===== src/design/elog10_pkg.sv =====
// Shared constants for the elementwise log10 stream core.
// Holds the log2 fraction width, the log10(2) scale factor and the status codes.
// No dependencies.
`default_nettype none

package elog10_pkg;

  parameter int LOG2_FRAC = 28;
  parameter logic [31:0] LOG10_2 = 32'h4D10_4D42;

  typedef enum logic [1:0] {
    ST_LOG  = 2'd0,
    ST_ZERO = 2'd1,
    ST_NEG  = 2'd2,
    ST_PASS = 2'd3
  } status_t;

endpackage

`default_nettype wire


===== src/design/elog10_norm.sv =====
// Leading-one normalizer: shifts a positive sample left by four or one bit
// per cycle until its leading one reaches the top, counting the shift.
// Depends on nothing.
`default_nettype none

module elog10_norm #(
  parameter int DATA_WIDTH = 32
) (
  input  logic                          clk,
  input  logic                          rst_n,
  input  logic                          start,
  input  logic [DATA_WIDTH-2:0]         sample,
  output logic                          done,
  output logic [31:0]                   mant,
  output logic [$clog2(DATA_WIDTH)-1:0] lead_shift
);

  localparam int X_W = DATA_WIDTH - 1;
  localparam int CW  = $clog2(DATA_WIDTH);

  logic [X_W-1:0]    x_r;
  logic [CW-1:0]     k_r;
  logic              busy_r;
  logic              done_r;
  logic [X_W+31:0]   wide;

  always_ff @(posedge clk) begin
    if (!rst_n) begin
      busy_r <= 1'b0;
      done_r <= 1'b0;
    end else begin
      done_r <= 1'b0;
      if (start) begin
        busy_r <= 1'b1;
      end else if (busy_r && x_r[X_W-1]) begin
        busy_r <= 1'b0;
        done_r <= 1'b1;
      end
    end
  end

  always_ff @(posedge clk) begin
    if (start) begin
      x_r <= sample;
      k_r <= '0;
    end else if (busy_r && !x_r[X_W-1]) begin
      if (x_r[X_W-1 -: 4] == 4'b0000) begin
        x_r <= x_r << 4;
        k_r <= k_r + CW'(4);
      end else begin
        x_r <= x_r << 1;
        k_r <= k_r + CW'(1);
      end
    end
  end

  assign wide       = {x_r, 32'b0};
  assign mant       = wide[X_W+31 -: 32];
  assign lead_shift = k_r;
  assign done       = done_r;

endmodule

`default_nettype wire


===== src/design/elog10_sqlog.sv =====
// Log2 fraction unit: repeated squaring of a Q1.31 mantissa through one
// 32x32 multiplier, one fraction bit per cycle.
// Depends on elog10_pkg.
`default_nettype none

module elog10_sqlog (
  input  logic                            clk,
  input  logic                            rst_n,
  input  logic                            start,
  input  logic [31:0]                     mant,
  output logic                            done,
  output logic [elog10_pkg::LOG2_FRAC-1:0] frac
);

  localparam int FW    = elog10_pkg::LOG2_FRAC;
  localparam int CNT_W = $clog2(FW);

  logic [31:0]    m_r;
  logic [FW-1:0]  frac_r;
  logic [CNT_W-1:0] cnt_r;
  logic           busy_r;
  logic           done_r;
  logic [63:0]    q;

  assign q = m_r * m_r;

  always_ff @(posedge clk) begin
    if (!rst_n) begin
      busy_r <= 1'b0;
      done_r <= 1'b0;
    end else begin
      done_r <= 1'b0;
      if (start) begin
        busy_r <= 1'b1;
      end else if (busy_r && cnt_r == CNT_W'(FW - 1)) begin
        busy_r <= 1'b0;
        done_r <= 1'b1;
      end
    end
  end

  always_ff @(posedge clk) begin
    if (start) begin
      m_r    <= mant;
      frac_r <= '0;
      cnt_r  <= '0;
    end else if (busy_r) begin
      frac_r <= {frac_r[FW-2:0], q[63]};
      m_r    <= q[63] ? q[63:32] : q[62:31];
      cnt_r  <= cnt_r + CNT_W'(1);
    end
  end

  assign frac = frac_r;
  assign done = done_r;

endmodule

`default_nettype wire


===== src/design/elog10_scale.sv =====
// Scaling unit: builds the signed Q.28 log2, multiplies it by log10(2) one
// 4-bit digit per cycle, then rounds and saturates to the output format.
// Depends on elog10_pkg.
`default_nettype none

module elog10_scale #(
  parameter int DATA_WIDTH = 32,
  parameter int FRAC_BITS  = 16
) (
  input  logic                             clk,
  input  logic                             rst_n,
  input  logic                             start,
  input  logic [$clog2(DATA_WIDTH)-1:0]    lead_shift,
  input  logic [elog10_pkg::LOG2_FRAC-1:0] frac,
  output logic                             done,
  output logic [DATA_WIDTH-1:0]            value
);

  localparam int FW      = elog10_pkg::LOG2_FRAC;
  localparam int CW      = $clog2(DATA_WIDTH);
  localparam int PBASE   = DATA_WIDTH - 2 - FRAC_BITS;
  localparam int IP_W    = $clog2(DATA_WIDTH + FRAC_BITS) + 1;
  localparam int MAG_W   = IP_W - 1 + FW;
  localparam int ND      = (MAG_W + 3) / 4;
  localparam int DIG_TOT = ND * 4;
  localparam int ACC_W   = DIG_TOT + 32;
  localparam int SH      = FW + 32 - FRAC_BITS;
  localparam int R_W     = ACC_W + 1 - SH;
  localparam int CMP_W   = ((R_W > DATA_WIDTH) ? R_W : DATA_WIDTH) + 1;
  localparam int DC_W    = $clog2(ND + 1);
  localparam logic [ACC_W:0]   HALF   = (ACC_W + 1)'(1) << (SH - 1);
  localparam logic [CMP_W-1:0] MAXPOS =
    {{(CMP_W - DATA_WIDTH + 1){1'b0}}, {(DATA_WIDTH - 1){1'b1}}};
  localparam logic [CMP_W-1:0] MAXNEG = MAXPOS + CMP_W'(1);

  typedef enum logic [1:0] {S_IDLE, S_MUL, S_RND} state_t;

  state_t              state_r;
  logic                done_r;
  logic [DATA_WIDTH-1:0] value_r;
  logic [DIG_TOT-1:0]  mag_r;
  logic [ACC_W-1:0]    acc_r;
  logic [DC_W-1:0]     dcnt_r;
  logic                neg_r;

  logic [IP_W-1:0]     ip;
  logic                ip_neg;
  logic [IP_W-1:0]     ip_abs;
  logic [MAG_W-1:0]    mag_base;
  logic [MAG_W-1:0]    mag;
  logic [35:0]         pp;
  logic [ACC_W:0]      rnd;
  logic [R_W-1:0]      r;
  logic [CMP_W-1:0]    r_ext;
  logic [CMP_W-1:0]    lim;
  logic [CMP_W-1:0]    rs;

  always_comb begin
    ip       = IP_W'(PBASE) - IP_W'(lead_shift);
    ip_neg   = ip[IP_W-1];
    ip_abs   = ip_neg ? (IP_W'(0) - ip) : ip;
    mag_base = {ip_abs[IP_W-2:0], {FW{1'b0}}};
    mag      = ip_neg ? (mag_base - MAG_W'(frac)) : (mag_base + MAG_W'(frac));
    pp       = 36'(elog10_pkg::LOG10_2) * 36'(mag_r[DIG_TOT-1 -: 4]);
    rnd      = {1'b0, acc_r} + HALF;
    r        = rnd[ACC_W:SH];
    r_ext    = CMP_W'(r);
    lim      = neg_r ? MAXNEG : MAXPOS;
    rs       = (r_ext > lim) ? lim : r_ext;
  end

  always_ff @(posedge clk) begin
    if (!rst_n) begin
      state_r <= S_IDLE;
      done_r  <= 1'b0;
    end else begin
      done_r <= 1'b0;
      case (state_r)
        S_IDLE: begin
          if (start) begin
            mag_r   <= DIG_TOT'(mag);
            neg_r   <= ip_neg;
            acc_r   <= '0;
            dcnt_r  <= '0;
            state_r <= S_MUL;
          end
        end
        S_MUL: begin
          acc_r  <= (acc_r << 4) + ACC_W'(pp);
          mag_r  <= mag_r << 4;
          dcnt_r <= dcnt_r + DC_W'(1);
          if (dcnt_r == DC_W'(ND - 1)) begin
            state_r <= S_RND;
          end
        end
        S_RND: begin
          value_r <= neg_r ? DATA_WIDTH'(CMP_W'(0) - rs) : DATA_WIDTH'(rs);
          done_r  <= 1'b1;
          state_r <= S_IDLE;
        end
        default: begin
          state_r <= S_IDLE;
        end
      endcase
    end
  end

  assign done  = done_r;
  assign value = value_r;

endmodule

`default_nettype wire


===== src/design/elementwise_log10_stream_core.sv =====
// Elementwise log10 of a matrix streamed as signed fixed-point samples, one
// result per sample. A zero sample, a negative sample and any sample after a
// negative one in the same matrix bypass the log units; a positive sample goes
// through the normalize steps, the most for small values, 28 squaring steps
// through the one 32x32 multiplier, 9 digit steps of the log10(2) scale at
// DATA_WIDTH 32, and a round step. One sample is in work at a time; the output
// register lets the next sample transfer while a result waits. Depends on
// elog10_pkg, elog10_norm, elog10_sqlog and elog10_scale.
`default_nettype none

module elementwise_log10_stream_core #(
  parameter int DATA_WIDTH = 32,
  parameter int FRAC_BITS  = 16
) (
  input  logic                                clk,
  input  logic                                rst_n,
  input  logic                                in_tvalid,
  output logic                                in_tready,
  input  logic [((DATA_WIDTH+7)/8)*8-1:0]     in_tdata,  // sample
  input  logic                                in_tlast,
  output logic                                out_tvalid,
  input  logic                                out_tready,
  output logic [((DATA_WIDTH+7)/8)*8-1:0]     out_tdata, // value
  output logic [1:0]                          out_tuser, // status
  output logic                                out_tlast
);

  localparam int TD_W = ((DATA_WIDTH + 7) / 8) * 8;
  localparam int CW   = $clog2(DATA_WIDTH);

  typedef enum logic [1:0] {C_IDLE, C_WORK, C_HOLD} state_t;

  state_t                  state_r;
  logic                    err_r;
  logic [DATA_WIDTH-1:0]   res_r;
  elog10_pkg::status_t     st_r;
  logic                    last_r;
  logic                    out_tvalid_r;
  logic [DATA_WIDTH-1:0]   out_value_r;
  elog10_pkg::status_t     out_status_r;
  logic                    out_last_r;

  logic [DATA_WIDTH-1:0]   s;
  logic                    s_zero;
  logic                    s_neg;
  logic                    in_xfer;
  logic                    out_free;
  logic                    norm_start;
  logic                    norm_done;
  logic [31:0]             mant;
  logic [CW-1:0]           lead_shift;
  logic                    sq_done;
  logic [elog10_pkg::LOG2_FRAC-1:0] frac;
  logic                    scale_done;
  logic [DATA_WIDTH-1:0]   scale_value;

  assign s          = in_tdata[DATA_WIDTH-1:0];
  assign s_zero     = (s == '0);
  assign s_neg      = s[DATA_WIDTH-1];
  assign in_tready  = (state_r == C_IDLE);
  assign in_xfer    = in_tvalid && in_tready;
  assign out_free   = !out_tvalid_r || out_tready;
  assign norm_start = in_xfer && !err_r && !s_zero && !s_neg;

  elog10_norm #(
    .DATA_WIDTH(DATA_WIDTH)
  ) u_norm (
    .clk       (clk),
    .rst_n     (rst_n),
    .start     (norm_start),
    .sample    (s[DATA_WIDTH-2:0]),
    .done      (norm_done),
    .mant      (mant),
    .lead_shift(lead_shift)
  );

  elog10_sqlog u_sqlog (
    .clk  (clk),
    .rst_n(rst_n),
    .start(norm_done),
    .mant (mant),
    .done (sq_done),
    .frac (frac)
  );

  elog10_scale #(
    .DATA_WIDTH(DATA_WIDTH),
    .FRAC_BITS (FRAC_BITS)
  ) u_scale (
    .clk       (clk),
    .rst_n     (rst_n),
    .start     (sq_done),
    .lead_shift(lead_shift),
    .frac      (frac),
    .done      (scale_done),
    .value     (scale_value)
  );

  always_ff @(posedge clk) begin
    if (!rst_n) begin
      state_r      <= C_IDLE;
      err_r        <= 1'b0;
      out_tvalid_r <= 1'b0;
    end else begin
      if (state_r == C_HOLD && out_free) begin
        out_tvalid_r <= 1'b1;
      end else if (out_tready) begin
        out_tvalid_r <= 1'b0;
      end
      case (state_r)
        C_IDLE: begin
          if (in_xfer) begin
            last_r <= in_tlast;
            err_r  <= !in_tlast && (err_r || s_neg);
            if (err_r) begin
              res_r   <= s;
              st_r    <= elog10_pkg::ST_PASS;
              state_r <= C_HOLD;
            end else if (s_zero) begin
              res_r   <= '0;
              st_r    <= elog10_pkg::ST_ZERO;
              state_r <= C_HOLD;
            end else if (s_neg) begin
              res_r   <= s;
              st_r    <= elog10_pkg::ST_NEG;
              state_r <= C_HOLD;
            end else begin
              st_r    <= elog10_pkg::ST_LOG;
              state_r <= C_WORK;
            end
          end
        end
        C_WORK: begin
          if (scale_done) begin
            res_r   <= scale_value;
            state_r <= C_HOLD;
          end
        end
        C_HOLD: begin
          if (out_free) begin
            out_value_r  <= res_r;
            out_status_r <= st_r;
            out_last_r   <= last_r;
            state_r      <= C_IDLE;
          end
        end
        default: begin
          state_r <= C_IDLE;
        end
      endcase
    end
  end

  assign out_tvalid = out_tvalid_r;
  assign out_tdata  = TD_W'(out_value_r);
  assign out_tuser  = out_status_r;
  assign out_tlast  = out_last_r;

endmodule

`default_nettype wire


===== config.mk =====
export PLATFORM = sky130hd
export DESIGN_NAME = elementwise_log10_stream_core
export DESIGN_NICKNAME = d
export VERILOG_FILES = /design/src/design/elog10_pkg.sv /design/src/design/elog10_norm.sv /design/src/design/elog10_sqlog.sv /design/src/design/elog10_scale.sv /design/src/design/elementwise_log10_stream_core.sv
export SDC_FILE = /design/constraint.sdc
export NUM_CORES = 2
export LEC_CHECK = 0
export BUFFER_PORTS_ARGS = -buffer_cell sky130_fd_sc_hd__buf_4
export CORE_ASPECT_RATIO = 0.75
export CORE_MARGIN = 1.5
export CORE_UTILIZATION = 40
export DETAILED_ROUTE_END_ITERATION = 7
export SYNTH_ARGS = -nofsm -noshare
export SYNTH_HDL_FRONTEND = slang
export SYNTH_SLANG_ARGS = --single-unit
export TNS_END_PERCENT = 50

===== constraint.sdc =====
create_clock -name clk -period 23.5 [get_ports clk]
set_input_delay 4.7 -clock clk [delete_from_list [all_inputs] [get_ports clk]]
set_output_delay 4.7 -clock clk [all_outputs]
set_load 0.01 [all_outputs]

# Word level (Yosys, flattened, before mapping)
# Cells that the tools add are included.
[classes]
add_sub_neg = 11
n_mul = 2
div_mod_pow = 0
n_lt_le_gt_ge = 1
n_eq_ne = 12
n_shift = 0
mux = 45
n_bitwise = 1
n_reduce_logical = 40
[ops]
columns = ["cell", "n"]
rows = [
  ["$mux W32", 11],
  ["$pmux W68 S2", 1],
  ["$mux W31", 3],
  ["$pmux W36 S2", 1],
  ["$add A68 B44 Y69 const B", 1],
  ["$add A68 B35 Y68", 1],
  ["$mux W68", 1],
  ["$mul A32 B32 Y64", 1],
  ["$pmux W32 S2", 1],
  ["$mux W36", 1],
  ["$add A34 B28 Y34", 1],
  ["$mul A30 B4 Y34 const A", 1],
  ["$mux W34", 1],
  ["$sub A34 B28 Y34", 1],
  ["$gt A25 B33 Y1", 1],
  ["$logic_not A32 Y1", 1],
  ["$sub A1 B32 Y32 const A", 1],
  ["$mux W2", 10],
  ["$reduce_and A3 Y1", 5],
  ["$reduce_bool A2 Y1", 7],
  ["$add A5 B1 Y5 const B", 2],
  ["$logic_and A1 B1 Y1", 9],
  ["$mux W1", 9],
  ["$pmux W4 S2", 1],
  ["24 further kinds", 40],
]
[totals]
regBits = 323
latchBits = 0
mem_bits_rw = 0
mem_bits_ro = 0
in_bits = 37
output_inout_bits = 37
wordCells = 139
n_memories = 0

# Longest topological paths before layout
[logic_depth]
ltp_word = 7
depth_mapped = 33
depth_no_buf = 30

# Modules after synthesis
# From an unflattened synthesis, not the netlist that was laid out.
[hier_totals]
hier_cells = 4897
area_unflattened_um2 = 47504.3
[modules_own_cells]
columns = ["module", "instances", "cells_per_inst", "area_per_inst_um2"]
rows = [
  ["elog10_sqlog", 1, 3504, 32479.9],
  ["elog10_scale", 1, 1074, 10181.0],
  ["elementwise_log10_stream_core", 1, 149, 2951.6],
  ["elog10_norm", 1, 170, 1891.8],
]

# Worst setup path after synthesis
# Ideal clock, no wire load.
[synth_timing]
path_kind = "input-to-reg"
start = "input in_tdata[25]"
end = "register res_r[0] (enable)"
setup_time_ns = 0.515
arrival_ns = 8.767
setup_slack_ns = 14.218
stages = 5
n_path_buf = 0
cell_sequence = "nor4_1 > nand4_1 > nor2_1 > nor4_1 > nor4b_1"
[synth_via]
elab_chain_cells = 3
[synth_rtl]
columns = ["element", "line_no", "text"]
rows = [
  ["start: declaration", "elementwise_log10_stream_core.sv:19", "input logic [((DATA_WIDTH+7)/8)*8-1:0] in_tdata,"],
  ["$logic_not A32 Y1", "elementwise_log10_stream_core.sv:58", "assign s_zero = (s == '0);"],
  ["$ne A4 B1 Y1 (no source line)", "n/a", ""],
  ["$reduce_and A5 Y1 (no source line)", "n/a", ""],
  ["end signal: assignment", "elementwise_log10_stream_core.sv:116", "res_r <= s;"],
  ["end signal: assignment", "elementwise_log10_stream_core.sv:124", "res_r <= s;"],
  ["end signal: assignment", "elementwise_log10_stream_core.sv:135", "res_r <= scale_value;"],
  ["end: declaration", "elementwise_log10_stream_core.sv:35", "logic [DATA_WIDTH-1:0] res_r;"],
]
# No other way between the ends.
# A chain may end at the register's enable or synchronous reset.

# Worst setup path after layout
[layout_timing]
start = "register u_sqlog.m_r[7]"
end = "register u_sqlog.m_r[11] (data pin)"
[layout_via]
elab_chain_cells = 4
[layout_rtl]
columns = ["element", "line_no", "text"]
rows = [
  ["start: declaration", "elog10_sqlog.sv:18", "logic [31:0] m_r;"],
  ["start signal: assignment", "elog10_sqlog.sv:44", "m_r <= mant;"],
  ["start signal: assignment", "elog10_sqlog.sv:49", "m_r <= q[63] ? q[63:32] : q[62:31];"],
  ["$mul A32 B32 Y64", "elog10_sqlog.sv:25", "assign q = m_r * m_r;"],
  ["$mux W32", "elog10_sqlog.sv:49", ""],
  ["$mux W32", "elog10_sqlog.sv:47", "end else if (busy_r) begin"],
  ["$mux W32", "elog10_sqlog.sv:43", "if (start) begin"],
]
# No other way between the ends. The select of a mux whose other input is x is not followed.

==> results.cfg <==
[placement]
detailedPlacementHpwl_um = 91800
pre_cts_setup_slack_ps = 13880
gpl.final_weighted_congestion = 0.882
numPortBuffers = 73

[floorplan]
initial_util_pct = 40.5
dieWidth_um = 395
floorplan.core_area_um2 = 114000
core.rowCount = 107
area_of_the_die_um2 = 117000
floorplan.die.height_um = 297
design.portCount = 74

[final_layout]
post_route_cells_drive_above_1_share_pct = 5.38
syn2layout_area_growth_pct = 7.05
layout.filler_cells = 11100
design.final.nets = 5899
final_core_utilization_pct = 43.3
multi_input_comb_area_um2 = 32200
seq_area_um2 = 9170

[sta]
grt_setup_unrepaired = no
setup_total_negative_slack_ps = 0
max-slew-margin-rel_pct = 28.3
finalWorstSetupSlack_ps = 13620
hold_viol_final = 0
timing.final.crit_share_pct = 42.1
finalClockSkew_ps = 20.6
finalMaxSlewViolations = 0
worst_pin_slew_ps = 1080
report.final.setup_viol = 0
achievable-frequency_ghz = 0.101
period_needed_ps = 9880

[global_routing]
globalRouteTotalUtil_pct = 20.6
grt_pass1_vias = 33400
grt_first_pass_wirelength_um = 190000
grt_max_degree = 70
initial_antenna_violation_count = 3
global_route.overflow_total = 0

[logic_synthesis]
synth_register_bits = 322
synth.largest_area_cell = fa_1
yosys.cell_count.top_type = inv_1
post_synth_simple_gate_area_pct = 12.6
ys_types = 83
synth_sequential_area_ratio_pct = 19.9
synth_edf_count = 272
syn_nets = 5921
post_synth_instance_area_um2 = 46200
synthAdderAreaFrac_pct = 44.1
synth-compound-area-share_pct = 6.78
async_reset_ff_share_pct = 0
yosys.area.top_type_share_pct = 34.7
synthCells = 4735
synth.area.top_cells = fa_1, edfxtp_1, ha_1
main_combinational_cell_family_by_area_after_synthesis = adder cells
synth_common_cells = inv_1, fa_1, nand2_1
synth_area_per_cell_um2 = 9.75
synthFlopType = edfxtp_1
synth_xor_xnor_area_share_pct = 4.27
synth.mux.area_fraction_pct = 1.90
synth_warnings = 0

[worst_setup_path]
timing.critical_path.slowest_cell_delay_ps = 840
path_class = reg -> reg
cp.buffers_inverters = 7
worst_ep_required_time_ps = 23780
crit_path_start_kind = flip-flop
most_common_cell_type_on_the_critical_path = fa_1
cp_slowest_cell = a211oi_1
largest_fanout_of_any_net_on_the_critical_path = 35
largest_delay_share_family_worst_path = adder cells
end_kind = flip-flop
cp.arrival_ps = 10160

[route]
remaining_drc_errors = 0
avgViaCountPerCell = 5.06
initial_detailed_routing_violation_count = 2365
drt-wirelength-per-cell_um = 18.7
drt_wl_total_um = 117000
drt.antenna.violating_nets = 0
vias = 31700
detailedRoute.firstPassIterationCount = 6

[clocking]
cts_tree = yes
cts_hold_buf = 0
numClockSinks = 322
ctsHtreeMaxLevel = 2
cts_post_setup_buffers_inserted = 0
clockBufferDepth = 3
cts_made_buffers = 36
path_clk_slew_ps = 60
post_cts_resize_count = 0
cts_root_buf = clkbuf_16
clock_latency_at_the_later_pin_of_the_worst_skew_pair_ps = 560

[worst_hold_path]
hold_class = reg -> reg

[job]
cap_violations = 0

[outcome]
status = finished clean
==> path summary, 6_finish.rpt <==
kind	to	slack, ps	cells past startpoint	startpoint
worst max-delay path	u_sqlog.m_r[11]	13620	26	u_sqlog.m_r[7]
worst min-delay path	out_tdata[16]	420	0	res_r[16]
worst max register to register	u_sqlog.m_r[11]	13620	26	u_sqlog.m_r[7]
worst min register to register	out_tdata[16]	420	0	res_r[16]
==> stage by stage <==
step	cells	hold slack [ps]	cell area [µm²]
after floorplan	4735	400	46200
after global placement	6201	405	48300
after detailed placement	6201	405	48300
after CTS	6265	418	49400
after global routing	6265	423	49400
final	6268	416	49400
==> layer usage <==
layer	up-vias	track usage [%]	routed length [µm]
met5	-	0	0
met4	0	2.96	1840
met2	858	30.4	50700
li1	14700	-	-
met1	16000	31.6	56600
met3	122	4.04	8300
==> final cells by class <==
type / instances / area share (%)
flip-flops and latches: 322 / 18.6
repair buffers: 123 / 1.87
clock inverters: 22 / 0.344
inverters: 1086 / 8.25
clock buffers: 42 / 1.95
multi-input cells: 3144 / 65.2
well taps: 1526 / 3.86
diodes: 3 / 0.0152
==> logic make-up after synthesis <==
kind of cell / after synthesis
AO/OA/AOI/OAI: 489
XOR/XNOR: 225
adder cells (fa/ha/maj): 1149
buffers and inverters: 1269
flip-flops: 322
multiplexers: 84
AND/OR/NAND/NOR: 1197
==> flip-flops by register name (all words and copies together) (netlist names), 4 cells and up <==
signal,cells
u_sqlog.m_r,32
u_scale.acc_r,67
u_sqlog.cnt_r,5
u_scale.dcnt_r,4
u_norm.lead_shift,5
u_scale.value,32
u_sqlog.frac,28
out_tdata,32
u_scale.mag_r,36
res_r,32
u_norm.x_r,31
==> placed cells by master, fill, tap and decap left out, types with 20 or more instances in the layout <==
| cell | count |
|---|---|
| nand3_1 | 52 |
| o21ai_0 | 101 |
| nor3_1 | 23 |
| a21o_1 | 53 |
| fa_1 | 800 |
| mux2_2 | 30 |
| clkbuf_16 | 38 |
| xnor2_1 | 101 |
| a31oi_1 | 40 |
| and3_1 | 29 |
| nand2b_1 | 20 |
| nor2_1 | 261 |
| nand4_1 | 31 |
| buf_4 | 123 |
| edfxtp_1 | 272 |
| mux2i_1 | 54 |
| a21oi_1 | 140 |
| xor2_1 | 124 |
| inv_1 | 1084 |
| dfxtp_1 | 48 |
| nand2_1 | 433 |
| and2_1 | 251 |
| o21bai_1 | 23 |
| nor2b_1 | 21 |
| ha_1 | 349 |
Power is left out: the tool's default activity adds up to more than one toggle a clock period on the data nets, which glitch-free logic cannot reach.
